$ cat src/sv/reload_down_timer_unit_assert.svh
// Assertion macros used by the timer core (rdt_core).
// Each macro expects clk_i and rst_ni to be visible at the point of use.
`ifndef RELOAD_DOWN_TIMER_UNIT_ASSERT_SVH
`define RELOAD_DOWN_TIMER_UNIT_ASSERT_SVH

// Same-cycle implication, disabled during reset.
`define RDT_ASSERT_NOW(lbl, ante, cons, msg) \
  lbl: assert property (@(posedge clk_i) disable iff (!rst_ni) (ante) |-> (cons)) \
    else $error(msg);

// Next-cycle implication, disabled during reset.
`define RDT_ASSERT_NEXT(lbl, ante, cons, msg) \
  lbl: assert property (@(posedge clk_i) disable iff (!rst_ni) (ante) |=> (cons)) \
    else $error(msg);

`endif

$ cat src/sv/rdt_pkg.sv
// Shared types and constants for the reload down timer.
// No dependencies; used by every RTL file of the block.
package rdt_pkg;

  localparam int unsigned ADDR_W      = 12;
  localparam int unsigned DATA_W      = 32;
  localparam int unsigned LEN_W       = 4;
  localparam int unsigned CTRL_W      = 4;
  localparam int unsigned OFFSET_BITS = 12;

  localparam logic [LEN_W-1:0] ACCESS_BYTES = 4'd4;

  // Control register bits
  localparam int unsigned CTL_ENABLE  = 0;
  localparam int unsigned CTL_EXT_EN  = 1;
  localparam int unsigned CTL_EXT_CLK = 2;
  localparam int unsigned CTL_INT_EN  = 3;

  // Register byte offsets
  localparam logic [ADDR_W-1:0] ADDR_CTRL   = 12'h000;
  localparam logic [ADDR_W-1:0] ADDR_COUNT  = 12'h004;
  localparam logic [ADDR_W-1:0] ADDR_RELOAD = 12'h008;
  localparam logic [ADDR_W-1:0] ADDR_STATUS = 12'h00C;

  typedef enum logic [1:0] {
    OP_TICK  = 2'd0,
    OP_READ  = 2'd1,
    OP_WRITE = 2'd2
  } rdt_op_e;

  typedef enum logic [1:0] {
    RESP_OK      = 2'd0,
    RESP_GENERIC = 2'd1,
    RESP_BURST   = 2'd2,
    RESP_ADDRESS = 2'd3
  } rdt_resp_e;

  typedef struct packed {
    rdt_op_e           opcode;
    logic [ADDR_W-1:0] address;
    logic [DATA_W-1:0] write_data;
    logic [LEN_W-1:0]  access_length;
    logic              byte_enables_given;
    logic [LEN_W-1:0]  streaming_width;
    logic              ext_level;
  } rdt_item_t;

  typedef struct packed {
    logic [DATA_W-1:0] read_data;
    rdt_resp_e         response;
    logic              irq;
  } rdt_result_t;

endpackage

$ cat src/sv/rdt_in_stage.sv
// Input register of the timer: holds one accepted beat until the core takes it.
// Depends on rdt_pkg.
module rdt_in_stage (
  input  logic              clk_i,
  input  logic              rst_ni,
  input  logic              valid_i,
  output logic              ready_o,
  input  rdt_pkg::rdt_item_t item_i,
  output logic              valid_o,
  input  logic              advance_i,
  output rdt_pkg::rdt_item_t item_o
);

  logic               valid_q;
  rdt_pkg::rdt_item_t item_q;

  // The slot frees in the same cycle the core consumes it.
  assign ready_o = !valid_q || advance_i;

  always_ff @(posedge clk_i or negedge rst_ni) begin
    if (!rst_ni) begin
      valid_q <= 1'b0;
    end else if (valid_i && ready_o) begin
      valid_q <= 1'b1;
    end else if (advance_i) begin
      valid_q <= 1'b0;
    end
  end

  always_ff @(posedge clk_i) begin
    if (valid_i && ready_o) begin
      item_q <= item_i;
    end
  end

  assign valid_o = valid_q;
  assign item_o  = item_q;

endmodule

$ cat src/sv/rdt_core.sv
// Timer registers, bus access checks and tick counting for one beat.
// Depends on rdt_pkg and reload_down_timer_unit_assert.svh.
`include "reload_down_timer_unit_assert.svh"

module rdt_core #(
  parameter int unsigned OFFSET_BITS = rdt_pkg::OFFSET_BITS
) (
  input  logic                clk_i,
  input  logic                rst_ni,
  input  logic                fire_i,
  input  rdt_pkg::rdt_item_t  item_i,
  output rdt_pkg::rdt_result_t res_o
);

  localparam int unsigned AW = rdt_pkg::ADDR_W;
  localparam logic [AW-1:0] AddrMask = (OFFSET_BITS >= AW) ? {AW{1'b1}} :
                                       AW'((64'd1 << OFFSET_BITS) - 64'd1);

  logic [rdt_pkg::CTRL_W-1:0] ctrl_q, ctrl_d;
  logic [rdt_pkg::DATA_W-1:0] count_q, count_d;
  logic [rdt_pkg::DATA_W-1:0] reload_q, reload_d;
  logic                       status_q, status_d;
  logic                       irq_q, irq_d;
  logic                       prev_q, prev_d;

  logic [AW-1:0] adr;
  logic          rising;
  logic          counts;

  assign adr = item_i.address & AddrMask;

  always_comb begin
    ctrl_d          = ctrl_q;
    count_d         = count_q;
    reload_d        = reload_q;
    status_d        = status_q;
    irq_d           = irq_q;
    prev_d          = prev_q;
    res_o.read_data = '0;
    res_o.response  = rdt_pkg::RESP_OK;
    rising          = item_i.ext_level && !prev_q;
    counts          = ctrl_q[rdt_pkg::CTL_ENABLE]
                      && (!ctrl_q[rdt_pkg::CTL_EXT_CLK] || rising)
                      && (!ctrl_q[rdt_pkg::CTL_EXT_EN] || item_i.ext_level);
    unique case (item_i.opcode)
      rdt_pkg::OP_TICK: begin
        prev_d = item_i.ext_level;
        if (counts) begin
          if (count_q == '0) begin
            count_d  = reload_q;
            status_d = 1'b1;
            if (ctrl_q[rdt_pkg::CTL_INT_EN]) begin
              irq_d = 1'b1;
            end
          end else begin
            count_d = count_q - {{(rdt_pkg::DATA_W-1){1'b0}}, 1'b1};
          end
        end
      end
      rdt_pkg::OP_READ, rdt_pkg::OP_WRITE: begin
        priority if (item_i.access_length != rdt_pkg::ACCESS_BYTES) begin
          res_o.response = rdt_pkg::RESP_GENERIC;
        end else if (item_i.byte_enables_given
                     || (item_i.streaming_width < rdt_pkg::ACCESS_BYTES)) begin
          res_o.response = rdt_pkg::RESP_BURST;
        end else begin
          unique case (adr)
            rdt_pkg::ADDR_CTRL: begin
              if (item_i.opcode == rdt_pkg::OP_READ) begin
                res_o.read_data = {{(rdt_pkg::DATA_W-rdt_pkg::CTRL_W){1'b0}}, ctrl_q};
              end else begin
                ctrl_d = item_i.write_data[rdt_pkg::CTRL_W-1:0];
              end
            end
            rdt_pkg::ADDR_COUNT: begin
              if (item_i.opcode == rdt_pkg::OP_READ) begin
                res_o.read_data = count_q;
              end else begin
                count_d = item_i.write_data;
              end
            end
            rdt_pkg::ADDR_RELOAD: begin
              if (item_i.opcode == rdt_pkg::OP_READ) begin
                res_o.read_data = reload_q;
              end else begin
                reload_d = item_i.write_data;
                count_d  = item_i.write_data;
              end
            end
            rdt_pkg::ADDR_STATUS: begin
              if (item_i.opcode == rdt_pkg::OP_READ) begin
                res_o.read_data = {{(rdt_pkg::DATA_W-1){1'b0}}, status_q};
              end else if (item_i.write_data[0]) begin
                status_d = 1'b0;
                irq_d    = 1'b0;
              end
            end
            default: begin
              res_o.response = rdt_pkg::RESP_ADDRESS;
            end
          endcase
        end
      end
      default: begin
        // unused opcode: no state change
      end
    endcase
    res_o.irq = irq_d;
  end

  always_ff @(posedge clk_i or negedge rst_ni) begin
    if (!rst_ni) begin
      ctrl_q   <= '0;
      count_q  <= '0;
      reload_q <= '0;
      status_q <= 1'b0;
      irq_q    <= 1'b0;
      prev_q   <= 1'b0;
    end else if (fire_i) begin
      ctrl_q   <= ctrl_d;
      count_q  <= count_d;
      reload_q <= reload_d;
      status_q <= status_d;
      irq_q    <= irq_d;
      prev_q   <= prev_d;
    end
  end

  `RDT_ASSERT_NOW(a_irq_needs_status, irq_q, status_q, "irq raised without status flag")
  `RDT_ASSERT_NEXT(a_count_holds, !fire_i, $stable(count_q), "counter moved without a beat")
  `RDT_ASSERT_NOW(a_tick_result, fire_i && (item_i.opcode == rdt_pkg::OP_TICK),
                  (res_o.response == rdt_pkg::RESP_OK) && (res_o.read_data == '0),
                  "tick produced a bus response")
  `RDT_ASSERT_NEXT(a_failed_access_holds, fire_i && (res_o.response != rdt_pkg::RESP_OK),
                   $stable(ctrl_q) && $stable(reload_q) && $stable(count_q),
                   "failed access changed timer state")

endmodule

$ cat src/sv/rdt_out_stage.sv
// Result register of the timer: holds one result beat until the sink takes it.
// Depends on rdt_pkg.
module rdt_out_stage (
  input  logic                clk_i,
  input  logic                rst_ni,
  input  logic                load_i,
  input  rdt_pkg::rdt_result_t res_i,
  output logic                free_o,
  output logic                valid_o,
  input  logic                ready_i,
  output rdt_pkg::rdt_result_t res_o
);

  logic                 valid_q;
  rdt_pkg::rdt_result_t res_q;

  assign free_o = !valid_q || ready_i;

  always_ff @(posedge clk_i or negedge rst_ni) begin
    if (!rst_ni) begin
      valid_q <= 1'b0;
    end else if (load_i) begin
      valid_q <= 1'b1;
    end else if (ready_i) begin
      valid_q <= 1'b0;
    end
  end

  always_ff @(posedge clk_i) begin
    if (load_i) begin
      res_q <= res_i;
    end
  end

  assign valid_o = valid_q;
  assign res_o   = res_q;

endmodule

$ cat src/sv/reload_down_timer_unit.sv
// Top level of the reload down timer: input register, core, result register.
// Depends on rdt_pkg, rdt_in_stage, rdt_core and rdt_out_stage.
//
//   channel  | dir | tdata                                  | tuser
//   s_axis   | in  | address, write_data, length, be, sw, ext | opcode
//   m_axis   | out | read_data, response, irq               | -
//
// Every beat yields one result beat, held first in the input register and then in the result register.
// One beat is accepted per cycle while the sink keeps taking results, and timer
// state updates as the beat moves into the result register.
// Reset clears all timer registers and both stage valid flags.
// A stalled sink holds the result register; the input register fills behind it
// and then drops tready until the result beat leaves.
module reload_down_timer_unit #(
  parameter int unsigned OFFSET_BITS = rdt_pkg::OFFSET_BITS
) (
  input  logic        clk_i,
  input  logic        rst_ni,
  input  logic        s_axis_tvalid,
  output logic        s_axis_tready,
  // [11:0] address, [43:12] write_data, [47:44] access_length,
  // [48] byte_enables_given, [52:49] streaming_width, [53] ext_level
  input  logic [55:0] s_axis_tdata,
  // [1:0] opcode
  input  logic [1:0]  s_axis_tuser,
  output logic        m_axis_tvalid,
  input  logic        m_axis_tready,
  // [31:0] read_data, [33:32] response, [34] irq
  output logic [39:0] m_axis_tdata
);

  rdt_pkg::rdt_item_t   in_item;
  rdt_pkg::rdt_item_t   stage_item;
  rdt_pkg::rdt_result_t core_res;
  rdt_pkg::rdt_result_t out_res;
  logic                 stage_valid;
  logic                 out_free;
  logic                 fire;

  always_comb begin
    in_item.opcode             = rdt_pkg::rdt_op_e'(s_axis_tuser);
    in_item.address            = s_axis_tdata[11:0];
    in_item.write_data         = s_axis_tdata[43:12];
    in_item.access_length      = s_axis_tdata[47:44];
    in_item.byte_enables_given = s_axis_tdata[48];
    in_item.streaming_width    = s_axis_tdata[52:49];
    in_item.ext_level          = s_axis_tdata[53];
  end

  // Advance the held beat whenever the result register can take it.
  assign fire = stage_valid && out_free;

  rdt_in_stage u_in (
    .clk_i     (clk_i),
    .rst_ni    (rst_ni),
    .valid_i   (s_axis_tvalid),
    .ready_o   (s_axis_tready),
    .item_i    (in_item),
    .valid_o   (stage_valid),
    .advance_i (fire),
    .item_o    (stage_item)
  );

  rdt_core #(
    .OFFSET_BITS (OFFSET_BITS)
  ) u_core (
    .clk_i  (clk_i),
    .rst_ni (rst_ni),
    .fire_i (fire),
    .item_i (stage_item),
    .res_o  (core_res)
  );

  rdt_out_stage u_out (
    .clk_i   (clk_i),
    .rst_ni  (rst_ni),
    .load_i  (fire),
    .res_i   (core_res),
    .free_o  (out_free),
    .valid_o (m_axis_tvalid),
    .ready_i (m_axis_tready),
    .res_o   (out_res)
  );

  assign m_axis_tdata = {5'b0, out_res.irq, out_res.response, out_res.read_data};

endmodule
$ cat config.mk
export PLATFORM = sky130hd
export DESIGN_NAME = reload_down_timer_unit
export DESIGN_NICKNAME = d
export VERILOG_FILES = /design/src/sv/rdt_pkg.sv /design/src/sv/rdt_in_stage.sv /design/src/sv/rdt_core.sv /design/src/sv/rdt_out_stage.sv /design/src/sv/reload_down_timer_unit.sv
export VERILOG_INCLUDE_DIRS = /design/src /design/src/sv
export SDC_FILE = /design/constraint.sdc
export NUM_CORES = 1
export LEC_CHECK = 0
export BUFFER_PORTS_ARGS = -buffer_cell sky130_fd_sc_hd__buf_2
export CORE_ASPECT_RATIO = 1.1
export CORE_MARGIN = 5
export CORE_UTILIZATION = 30
export CTS_CLUSTER_DIAMETER = 30
export CTS_CLUSTER_SIZE = 30
export DETAILED_ROUTE_END_ITERATION = 8
export GPL_ROUTABILITY_DRIVEN = 0
export SLEW_MARGIN = 20
export SYNTH_ARGS = -nofsm -noshare
export SYNTH_HDL_FRONTEND = slang
export SYNTH_SLANG_ARGS = --single-unit
$ cat constraint.sdc
create_clock -name clk_i -period 4.6 [get_ports clk_i]
set_clock_uncertainty 0.05 [all_clocks]
set_input_delay 0.23 -clock clk_i [delete_from_list [all_inputs] [get_ports clk_i]]
set_output_delay 0.23 -clock clk_i [all_outputs]
set_load 0.02 [all_outputs]
== After elaboration in Yosys (flattened, before gate mapping) ==
Index checks and enable logic that the tools add are counted.

* Word-level logic and storage cells: 106
* Register bits: 164
* Input bits: 62
* Output and inout port bits: 42

* Bitwise gates (word level): 4
* Order comparisons: 1
* Multiplexer cells: 36
* Add/subtract/negate cells: 1
* Equality and inequality tests: 14
* Reductions and logical operators: 31

{| class="wikitable"
|+ Operator list
! cell !! number
|-
| $mux W32 || 8
|-
| $pmux W32 S4 || 1
|-
| $pmux W32 S2 || 1
|-
| $logic_not A32 Y1 || 1
|-
| $sub A32 B1 Y32 const B || 1
|-
| $eq A12 B4 Y1 const B || 2
|-
| $mux W1 || 21
|-
| $eq A12 B3 Y1 const B || 1
|-
| $logic_not A12 Y1 || 1
|-
| $ne A2 B2 Y1 const B || 6
|-
| $reduce_and A6 Y1 || 2
|-
| $reduce_and A9 Y1 || 1
|-
| $reduce_and A7 Y1 || 1
|-
| $reduce_bool A2 Y1 || 3
|-
| $reduce_or A2 Y1 || 3
|-
| $logic_and A1 B1 Y1 || 5
|-
| $logic_not A1 Y1 || 5
|-
| $logic_or A1 B1 Y1 || 5
|-
| $lt A4 B3 Y1 const B || 1
|-
| $mux W2 || 2
|-
| $mux W4 || 1
|-
| $ne A2 B1 Y1 const B || 2
|-
| $ne A4 B3 Y1 const B || 1
|-
| $not A1 Y1 || 4
|-
| other kinds (7) || 8
|}

== Depth between registers and ports, before layout ==
Gate-level depths: netlist of run 1.

* Depth in word-level cells: 7
* Depth in mapped cells: 10
* Mapped depth without buffers: 8

== By module ==
A second synthesis of run 1 with hierarchy kept.

* Cells, all modules: 663
* Area total of the unflattened synthesis: 7851.3 um2

{| class="wikitable"
|+ Modules (own cells, without submodules)
! module !! instances !! area each (um2) !! seq. area each (um2) !! cells an instance
|-
| rdt_core || 1 || 4969.8 || 1776.7 || 558
|-
| rdt_in_stage || 1 || 1735.4 || 1706.6 || 60
|-
| rdt_out_stage || 1 || 1098.6 || 1076.0 || 38
|-
| reload_down_timer_unit || 1 || 47.5 || 0.0 || 7
|}

== Worst setup path before layout of run 1 ==
OpenSTA, ideal clock, no wires.

* Path type: reg2reg
* Start: reg u_out.valid_q (netlist: u_out.valid_o)
* End: reg u_core.ctrl_q[0] in the netlist's numbering
* Path slack: 1961 ps
* Cell stages (with the launch flop): 7
* Period minus slack after synthesis: 2639 ps
* Data arrival time: 2465 ps
* Cells stage by stage: dfrtp_1 > nand2b_1 > nand2_1 > inv_1 > nand2b_1 > nor4b_2 > mux2_2

* Word-level cells in the longest chain between the ends: 4

{| class="wikitable"
|+ RTL lines
! item !! line !! RTL
|-
| from (decl) || rdt_out_stage.sv:14 || <nowiki>logic valid_q;</nowiki>
|-
| from (signal assigned) || rdt_out_stage.sv:21 || <nowiki>valid_q <= 1'b0;</nowiki>
|-
| from (signal assigned) || rdt_out_stage.sv:23 || <nowiki>valid_q <= 1'b1;</nowiki>
|-
| from (signal assigned) || rdt_out_stage.sv:25 || <nowiki>valid_q <= 1'b0;</nowiki>
|-
| $logic_not A1 Y1 || rdt_out_stage.sv:17 || <nowiki>assign free_o = !valid_q || ready_i;</nowiki>
|-
| $logic_or A1 B1 Y1 || rdt_out_stage.sv:17 ||
|-
| $logic_and A1 B1 Y1 || reload_down_timer_unit.sv:51 || <nowiki>assign fire = stage_valid && out_free;</nowiki>
|-
| via fire || reload_down_timer_unit.sv:38 || <nowiki>logic fire;</nowiki>
|-
| $reduce_and A6 Y1 (no source line) || -- ||
|-
| to (signal assigned) || rdt_core.sv:120 || <nowiki>ctrl_q <= ctrl_d;</nowiki>
|-
| to (decl) || rdt_core.sv:19 || <nowiki>logic [rdt_pkg::CTRL_W-1:0] ctrl_q, ctrl_d;</nowiki>
|}

The timed path passes the listed nets, and every way through them passes these cells.
A chain may end at the register's enable or synchronous reset.

== Worst setup path in the final report of run 1 ==
* Start: reg u_in.item_q (netlist bit u_in.item_o[54])
* End: reg u_core.count_q[11] in the netlist's numbering

* Word-level cells in the longest chain between the ends: 4
* Elaborated cells between the ends (all ways): 12
* Those cells by class: 7 x eq/ne; 1 x mux; 4 x reduce/logical

{| class="wikitable"
|+ RTL lines
! item !! line !! RTL
|-
| from (decl) || rdt_in_stage.sv:15 || <nowiki>rdt_pkg::rdt_item_t item_q;</nowiki>
|-
| from (signal assigned) || rdt_in_stage.sv:32 || <nowiki>item_q <= item_i;</nowiki>
|-
| $eq A2 B2 Y1 or $eq A2 B1 Y1 (tied branches) || rdt_core.sv:45, rdt_core.sv:76, rdt_core.sv:83 ||
|-
| $reduce_or A2 Y1 || rdt_core.sv:45 || <nowiki>unique case (item_i.opcode)</nowiki>
|-
| $ne A2 B2 Y1 (no source line) or $reduce_bool A2 Y1 (tied branches) || -- ||
|-
| $reduce_and A7 Y1 (no source line) || -- ||
|-
| to (signal assigned) || rdt_core.sv:121 || <nowiki>count_q <= count_d;</nowiki>
|-
| to (decl) || rdt_core.sv:20 || <nowiki>logic [rdt_pkg::DATA_W-1:0] count_q, count_d;</nowiki>
|}

Parallel ways exist; a longest one is shown, timed or not.

==> out/results.tsv, run 1 <==
metric	value	unit
outcome	finished clean	
dpl cell area	8390	µm²
switch share	0.300	
fraction of layout cells with a size suffix above 1	0.203	
flop-to-flop setup slack	1.62	ns
Synth Flop Type	edfxtp_1	
power density over the cells	422	nW/µm²
total gr overflow	0	
post-route setup TNS	0	ns
worst path required time	4.90	ns
CP endpoint kind	flip-flop	
post-route ant nets	0	
Clock Power Share	0.347	
FF-to-FF Start	u_in.item_o[54]$_DFFE_PP_	
Area contributors post-synth	edfxtp_1 35%, dfrtp_1 24%, mux2_1 4.4%, nor2_1 3.2%, a22oi_1 3.0%	
Hold Path End	u_in.valid_o$_DFFE_PN0P_	
layout net count	855	
reported net switching power	1210	µW
FF-to-FF End	u_core.count_q[11]$_DFFE_PN0P_	
number of max-cap violations	0	
I/O Buffers	94	
Hold Fails Final Rpt	0	
Starting Density	0.303	
Seq/Total Area, Yosys	0.589	
row count	61	
clock tree sinks	162	
Mapped Cells	648	
Met3 Routed Length	979	µm
area share of the largest cell type after synthesis	0.350	
Worst Setup Start Kind	flip-flop	
global-route wire length before repair	31.8	mm
initial detailed-routing violation count	445	
crit path kind	reg2reg	
crit-path max FO	23	
R2R cell count	9	
Register Area	4500	µm²
CTS root buf	clkbuf_16	
initial antenna violation count	0	
Power Total	4020	µW
Die Wd	162	µm
Combinational Power Share	0.178	
hold path start	m_axis_tready	
drt pass-1 iters	5	
Ports	104	
post-synthesis async set-or-reset flop share	0.451	
Post-synth top cells	89 x edfxtp_1, 73 x dfrtp_1, 66 x nor2_1	
worst hold path type	in2reg	
GRT Overall Usage	0.140	
largest net degree at the start of global routing	55	
H-tree depth	4	
vias in the first global route	5871	
Post-CTS Setup Inserts	0	
fillers	2489	
Final setup viols	0	
Worst-path clk slew	0.06	ns
Tmin final	2.98	ns
Vias/cell	5.16	
Clock Latency Late Sink	0.43	ns
core area	25200	µm²
yosys warns	0	
worst rel slew slack	0.336	
FF+latch count, synth	162	
Distinct cells, synth	70	
LEAKAGE	0.00377	µW
RSZ-0062 raised after global routing	no	
Pint	2820	µW
post-synth top area cell	edfxtp_1	
CTS buffer count	17	
DR WL/cell	17.6	µm
met2 WL	9.71	mm
DIE AREA	28800	µm²
ant diodes	0	
die height	177	µm
most common cell in the netlist	edfxtp_1	
hold path depth	3	
Met1 Wirelength	8.58	mm
DP Wirelength	12.6	mm
post-CTS sizing	0	
Max Buffers Root-to-Sink	2	
total vias in the final route	5756	
pins over their slew limit	0	
final wirelength	19.6	mm
measured slew at the worst slew-check pin	0.996	ns
design area	9530	µm²
fin crit share	0.647	
peak supply drop	0.222	mV
sequential power share	0.475	
DRC	0	
CTS tree	yes	
Area Overhead vs Synth	24.8	%
Top Metal Used	met4	
Worst Path Arrival	3.28	ns
number of flops mapped to enable cells by yosys	89	
multi-input logic area	2880	µm²
mapped cell area	7640	µm²
Max Clk Rate	336	MHz
mean post-synth cell area	11.8	µm²
-- placed cells by master, fill, tap and decap left out, types with 7 or more instances in the layout --
cell type / n
nand2_1: 39
a21oi_1: 42
or3_1: 15
nor3_1: 12
nand3_1: 11
nand2b_1: 10
dfrtp_1: 73
nor4_1: 9
dlygate4sd3_1: 56
nand4_1: 7
clkbuf_16: 17
xor2_1: 7
inv_1: 13
mux2_1: 30
mux2_2: 7
o211ai_1: 8
buf_4: 13
and3_1: 8
buf_2: 94
edfxtp_1: 89
a22oi_1: 31
nor2_1: 66
o21ai_0: 14
o21ai_1: 21
-- metrics by stage --
step	utilization	hold WS, ns	std cells	setup slack, ns
6_report	0.378	0.0569	1116	1.62
5_1_grt	0.378	0.0926	1116	1.41
3_5_place_dp	0.333	0.227	1028	1.67
4_1_cts	0.378	0.0399	1116	1.64
3_3_place_gp	0.333	0.229	1028	1.71
2_1_floorplan	-	-0.116	652	1.96
-- state kept, by name (all words and copies together), names as in the netlist --
signal	flops
u_core.count_q	32
u_core.ctrl_q	4
u_core.irq_q	1
u_core.prev_q	1
u_core.reload_q	32
u_core.status_q	1
u_in.item_o	54
u_in.valid_o	1
u_out.res_o	35
u_out.valid_o	1
-- cell type report --
cell class	instances	area share
well taps	315	0.0413
multi-input cells	431	0.302
clock inverters	13	0.0144
flip-flops and latches	162	0.472
clock buffers	19	0.0465
inverters	13	0.00512
repair buffers	163	0.118
-- timing repair --
action	CTS	global route
endpoints found under the hold margin	78	0
hold buffers	56	0
setup endpoints to repair	0	0
-- worst max-delay path by stage --
stage	from	endpoint	slack, ns	cells past startpoint
final	u_in.item_o[54]$_DFFE_PP_	u_core.count_q[11]$_DFFE_PN0P_	1.62	9
after global placement	u_in.item_o[54]$_DFFE_PP_	u_core.count_q[7]$_DFFE_PN0P_	1.71	9
after CTS	u_in.item_o[54]$_DFFE_PP_	u_core.count_q[11]$_DFFE_PN0P_	1.64	9
after floorplan	u_out.valid_o$_DFFE_PN0P_	u_core.ctrl_q[0]$_DFFE_PN0P_	1.96	6
after detailed placement	u_in.item_o[54]$_DFFE_PP_	u_core.count_q[11]$_DFFE_PN0P_	1.67	9
after global routing	u_in.item_o[55]$_DFFE_PP_	u_core.count_q[10]$_DFFE_PN0P_	1.41	9
-- layer usage --
| layer | GRT usage | vias to the layer above |
|---|---|---|
| met3 | 0.0288 | 29 |
| met2 | 0.237 | 168 |
| li1 | - | 2707 |
| met4 | 0.0469 | 0 |
| met1 | 0.179 | 2852 |
| met5 | 0 | - |
-- cells by family after synthesis --
family,count (synthesis),synth area share
AND/OR/NAND/NOR,209,0.151
flip-flops,162,0.589
AO/OA/AOI/OAI,158,0.138
buffers and inverters,59,0.0378
multiplexers,42,0.0627
XOR/XNOR,12,0.0138
adder cells (fa/ha/maj),5,0.00819
other,1,0.000491
-- critical path, cell delays in order (launching register included) --
cell and delay (ns):
edfxtp_1 0.37, inv_1 0.06, ha_1 0.31, nor2b_1 0.17
a31oi_1 0.30, a211o_1 0.28, or2_1 0.80, buf_4 0.32
a21oi_1 0.06, a21oi_1 0.17
-- power by group through the flow --
stage	clock, µW	sequential [µW]	combinational, µW
3_3_place_gp	0	1930	666
3_5_place_dp	0	1940	676
4_1_cts	1430	1910	717
5_1_grt	1490	1940	804
6_report	1400	1910	716
2_1_floorplan	0	1870	528
(Power assumes the default switching activity.)
==> run 2, diff against run 1 <==
==> constraint.sdc (replaced) <==
create_clock -name clk_i -period 2.8 [get_ports clk_i]
set_clock_uncertainty 0.05 [all_clocks]
set_input_delay 0.14 -clock clk_i [delete_from_list [all_inputs] [get_ports clk_i]]
set_output_delay 0.14 -clock clk_i [all_outputs]
set_load 0.02 [all_outputs]
==> run 2 against run 1 <==
  * Maximum frequency increased by 18%
  * Design area increased by 3.4%
  * Sequential share of layout area decreased by 1.6 points
  * Flip-flop and latch count unchanged
  * Critical path depth unchanged
  * Worst hold slack improved by 0.16 ns
  * Final cell count increased by 2.9%
  * First-iteration DRC count decreased by 9.9%
  * Sequential power increased by 62%
  * Utilization increased by 1.3 points
  * Clock power increased by 71%
  * Die area unchanged
  * Critical endpoint is now u_core.count_q[18]$_DFFE_PN0P_
==> out/results.tsv, run 2 (synthesis results as in run 1) <==
metric	value	unit	change
outcome	finished clean		
Worst path max stage delay	0.43	ns	-0.37 ns
R2R cell count	9		unchanged
global-route wire length before repair	32.3	mm	+1.5%
Area Overhead vs Synth	29.0	%	
DRC	0		unchanged
Final setup viols	0		unchanged
pins over their slew limit	0		unchanged
Worst Path Arrival	2.83	ns	-0.45 ns
CP endpoint kind	flip-flop		
slowest CP cell	a211o_1		
largest net degree at the start of global routing	74		+35%
Power Total	6860	µW	+70%
power density over the cells	696	nW/µm²	+65%
commonest non-fill, non-tap cells in the layout	94 x buf_2, 89 x edfxtp_1, 73 x dfrtp_1		
Worst Setup Start Kind	flip-flop		
fillers	2457		-1.3%
Die Wd	162	µm	unchanged
worst rel slew slack	0.517		+0.181
max reg flops	54		unchanged
Tmin final	2.52	ns	-0.453 ns
measured slew at the worst slew-check pin	0.721	ns	-0.274 ns
drt pass-1 iters	4		-1
CP Cell Sequence	inv_1 > ha_1 > nand2b_1 > nand4b_1 > a211o_1 > or2_1 > buf_4 > a21oi_1 > a2bb2oi_1		
CTS root buf	clkbuf_16		
Hold Fails Final Rpt	0		unchanged
post-route ant nets	0		unchanged
crit-path leading delay family	compound AO/OA/AOI/OAI gates		
peak supply drop	0.386	mV	+74%
WHS	0.215	ns	+0.158 ns
core area	25200	µm²	unchanged
final wirelength	20.0	mm	+1.9%
DIE AREA	28800	µm²	unchanged
LEAKAGE	0.00396	µW	+4.8%
row count	61		unchanged
flop-to-flop setup slack	0.28	ns	-1.35 ns
Vias/cell	4.99		-3.2%
Ports	104		unchanged
total gr overflow	0		unchanged
CTS tree	yes		
DP Wirelength	13.5	mm	+6.8%
worst path required time	3.11	ns	-1.79 ns
Register Area	4500	µm²	unchanged
Starting Density	0.303		unchanged
worst hold path type	in2async		
GRT Overall Usage	0.142		+0.00245
post-CTS sizing	0		unchanged
fin crit share	0.901		+0.254
multi-input logic area	2880	µm²	unchanged
buffers plus inverters on the worst setup path	2		unchanged
post-route setup TNS	0	ns	unchanged
I/O Buffers	94		unchanged
vias in the first global route	6044		+2.9%
crit path kind	reg2reg		
number of max-cap violations	0		unchanged
Worst-path clk slew	0.07	ns	about the same
CTS buffer count	17		unchanged
RSZ-0062 raised after global routing	no		
initial antenna violation count	0		unchanged
Levels on crit path	9		unchanged
initial detailed-routing violation count	401		-9.9%
die height	177	µm	unchanged
Clock Latency Late Sink	0.44	ns	about the same
clock tree sinks	162		unchanged
H-tree depth	4		unchanged
most common cell after layout, fill and taps aside	buf_2		
layout net count	887		+3.7%
FF-to-FF End	u_core.count_q[18]$_DFFE_PN0P_		
crit-path max FO	13		-43%
Max Clk Rate	397	MHz	+18%
total vias in the final route	5731		-0.43%
FF-to-FF Start	u_in.item_o[54]$_DFFE_PP_		
fraction of layout cells with a size suffix above 1	0.236		+0.0330
ant diodes	0		unchanged
DR WL/cell	17.4	µm	-0.95%
Max Buffers Root-to-Sink	2		unchanged
run 2: stage by stage:
step | area [µm²] | utilization | setup slack, ns | instances
6_report | 9860 | 0.391 | 0.278 | 1148
3_3_place_gp | 8680 | 0.345 | 0.349 | 1058
3_5_place_dp | 8680 | 0.345 | 0.311 | 1058
2_1_floorplan | 7660 | - | 0.161 | 652
5_1_grt | 9860 | 0.391 | 0.0995 | 1148
4_1_cts | 9860 | 0.391 | 0.265 | 1148
run 2: how the worst max path moves through the flow:
stage	from	endpoint	slack [ns]
after global placement	u_in.item_o[49]$_DFFE_PP_	u_core.reload_q[31]$_DFFE_PN0P_	0.35
after detailed placement	u_in.item_o[54]$_DFFE_PP_	u_core.count_q[31]$_DFFE_PN0P_	0.31
after CTS	u_in.item_o[54]$_DFFE_PP_	u_core.count_q[18]$_DFFE_PN0P_	0.26
after floorplan	u_out.valid_o$_DFFE_PN0P_	u_core.ctrl_q[0]$_DFFE_PN0P_	0.16
after global routing	u_in.item_o[54]$_DFFE_PP_	u_core.count_q[18]$_DFFE_PN0P_	0.1
final	u_in.item_o[54]$_DFFE_PP_	u_core.count_q[18]$_DFFE_PN0P_	0.28
run 2: cell type report:
cell class,count,share of cell area
Clock buffer,17,0.0432
Clock inverter,15,0.0174
Inverter,13,0.00495
Multi-Input combinational cell,431,0.292
Sequential cell,162,0.456
Tap cell,315,0.0400
Timing Repair Buffer,195,0.146
run 2: power by group:
part,internal (µW),switching [µW]
Sequential,2790,300
Clock,1340,1060
Combinational,619,758
Total,4740,2120
run 2: worst min-delay path: cells and delay by family:
family / cells / cell delay [ns]
buf+inv: 3 / 0.97
run 2: layer usage:
metal  up-vias  GRT usage  wire length [µm]
met5         -          0                 0
met4         0     0.0444               281
met3        22     0.0283               934
met2       120      0.244             10100
met1      2823      0.181              8680
li1       2766          -                 -
run 2: repair_timing:
item	CTS	global route
hold endpoints to repair	129	0
setup buffers	0	0
hold buffers	58	0
==> run 3, diff against run 2 <==
--- a/config.mk
+++ b/config.mk
@@ -7,9 +7,9 @@
 export NUM_CORES = 1
 export LEC_CHECK = 0
 export BUFFER_PORTS_ARGS = -buffer_cell sky130_fd_sc_hd__buf_2
-export CORE_ASPECT_RATIO = 1.1
+export CORE_ASPECT_RATIO = 0.9
 export CORE_MARGIN = 5
-export CORE_UTILIZATION = 30
+export CORE_UTILIZATION = 43
 export CTS_CLUSTER_DIAMETER = 30
 export CTS_CLUSTER_SIZE = 30
 export DETAILED_ROUTE_END_ITERATION = 8
==> run 3 against run 2 <==
  * Utilization is 16 points higher
  * Final cell count shrank 6.8%
  * Flip-flop and latch count is the same
  * Critical path type unchanged
  * Largest cell class unchanged
==> out/results.tsv, run 3 (synthesis results as in run 1) <==
metric	value	unit	change
outcome	finished clean		
layout net count	884		-0.34%
CTS tree	yes		
crit path kind	reg2reg		
CTS root buf	clkbuf_16		
worst hold path type	in2async		
DR WL/cell	17.8	µm	+2.5%
Power Total	6830	µW	-0.49%
fraction of layout cells with a size suffix above 1	0.229		-0.00758
slowest CP cell	or3_1		
number of max-cap violations	0		unchanged
largest net degree at the start of global routing	38		-49%
max reg flops	54		unchanged
Register Area	4500	µm²	unchanged
ant diodes	0		unchanged
Max Clk Rate	394	MHz	-0.54%
multi-input logic area	2880	µm²	unchanged
R2R cell count	7		-2
Ports	104		unchanged
total vias in the final route	5810		+1.4%
DIE AREA	20500	µm²	-29%
CP Cell Sequence	nor4_2 > nand4_1 > buf_4 > or3_1 > buf_4 > o211ai_1 > a21oi_1		
fillers	1499		-39%
GRT Overall Usage	0.193		+0.0507
Starting Density	0.435		+0.132
Worst Setup Start Kind	flip-flop		
post-route ant nets	0		unchanged
CTS Hold Bufs	58		unchanged
core area	17600	µm²	-30%
clock tree sinks	162		unchanged
LEAKAGE	0.00394	µW	-0.42%
initial detailed-routing violation count	408		+1.7%
total gr overflow	0		unchanged
commonest non-fill, non-tap cells in the layout	94 x buf_2, 89 x edfxtp_1, 73 x dfrtp_1		
Final setup viols	0		unchanged
pins over their slew limit	0		unchanged
flop-to-flop setup slack	0.26	ns	about the same
crit-path max FO	28		+15
power density over the cells	703	nW/µm²	+1.0%
CTS buffer count	17		unchanged
post-CTS sizing	0		unchanged
final core utilization	0.553		+0.162
worst rel slew slack	0.410		-0.107
RSZ-0062 raised after global routing	no		
Worst-path clk slew	0.07	ns	about the same
peak supply drop	0.447	mV	+16%
initial antenna violation count	0		unchanged
Worst path max stage delay	0.54	ns	+0.11 ns
Clock Latency Late Sink	0.43	ns	about the same
Top cell by count, worst path	buf_4		
I/O Buffers	94		unchanged
Die Wd	151	µm	-7.2%
vias in the first global route	6009		-0.58%
worst path required time	3.06	ns	-0.05 ns
post-route setup TNS	0	ns	unchanged
H-tree depth	4		unchanged
die height	136	µm	-23%
DRC	0		unchanged
fin crit share	0.906		+0.00485
Post-CTS Setup Inserts	0		unchanged
DP Wirelength	12.8	mm	-5.3%
drt pass-1 iters	5		+1
final wirelength	19.1	mm	-4.5%
Max Buffers Root-to-Sink	2		unchanged
row count	46		-25%
measured slew at the worst slew-check pin	0.884	ns	+0.163 ns
Tmin final	2.54	ns	+0.0136 ns
CP endpoint kind	flip-flop		
Hold Fails Final Rpt	0		unchanged
most common cell after layout, fill and taps aside	buf_2		
global-route wire length before repair	30.7	mm	-4.7%
FF-to-FF Start	u_core.count_q[21]$_DFFE_PN0P_		
FF-to-FF End	u_core.count_q[11]$_DFFE_PN0P_		
Vias/cell	5.43		+8.8%
Area Overhead vs Synth	27.1	%	
Worst Path Arrival	2.79	ns	-0.04 ns
==> run 3: cell count changes in the layout (fill, tap and decap cells not counted), moves of 2 or more <==
| cell | change |
|---|---|
| buf_12 | -2 |
| clkbuf_1 | +2 |
| clkinv_1 | +2 |
| clkinvlp_4 | -3 |
| inv_6 | -2 |
| inv_8 | -2 |
==> run 3: stage by stage <==
stage | setup slack [ns] | hold WS [ns] | cells | instance area (µm²)
6_report | 0.264 | 0.319 | 1070 | 9710
5_1_grt | 0.101 | 0.354 | 1070 | 9710
4_1_cts | 0.258 | 0.334 | 1070 | 9710
3_5_place_dp | 0.306 | 0.249 | 980 | 8540
3_3_place_gp | 0.347 | 0.238 | 980 | 8540
2_1_floorplan | 0.161 | -0.206 | 652 | 7660
==> run 3: how the worst max path moves through the flow <==
stage / cells after the start / to / slack [ns] / from
2_1_floorplan: 6 / u_core.ctrl_q[0]$_DFFE_PN0P_ / 0.16 / u_out.valid_o$_DFFE_PN0P_
3_3_place_gp: 8 / u_core.count_q[1]$_DFFE_PN0P_ / 0.35 / u_core.count_q[21]$_DFFE_PN0P_
3_5_place_dp: 7 / u_core.count_q[14]$_DFFE_PN0P_ / 0.31 / u_core.count_q[21]$_DFFE_PN0P_
4_1_cts: 8 / u_core.count_q[11]$_DFFE_PN0P_ / 0.26 / u_core.count_q[21]$_DFFE_PN0P_
5_1_grt: 6 / u_core.count_q[25]$_DFFE_PN0P_ / 0.10 / u_core.count_q[28]$_DFFE_PN0P_
6_report: 7 / u_core.count_q[11]$_DFFE_PN0P_ / 0.26 / u_core.count_q[21]$_DFFE_PN0P_
==> run 3: layer usage <==
layer  global-route usage  wire [µm]  vias to the layer above
met3               0.0417        859                       18
met1                0.259       8580                     2893
met2                0.317       9420                      147
met5                    0          0                        -
li1                     -          -                     2752
met4               0.0549        234                        0
==> run 3: worst max-delay path, delay by kind of cell (launching register included) <==
kind	cells	cell delay, ns
buf+inv	2	0.51
compound gates	2	0.32
simple gates	3	1.10
flops	1	0.44
==> run 3: layout make-up <==
| type | count | share of cell area |
|---|---|---|
| sequential | 162 | 0.463 |
| multi-input combinational | 431 | 0.297 |
| timing repair buffer | 192 | 0.143 |
| clock buffer | 19 | 0.0446 |
| tap | 240 | 0.0309 |
| clock inverter | 13 | 0.0165 |
| inverter | 13 | 0.00502 |
==> run 3: power breakdown <==
part	switching (µW)	leakage (µW)	internal, µW
Clock	973	0.000291	1410
Sequential	311	0.00183	2790
Combinational	742	0.00181	607
Total	2030	0.00394	4800
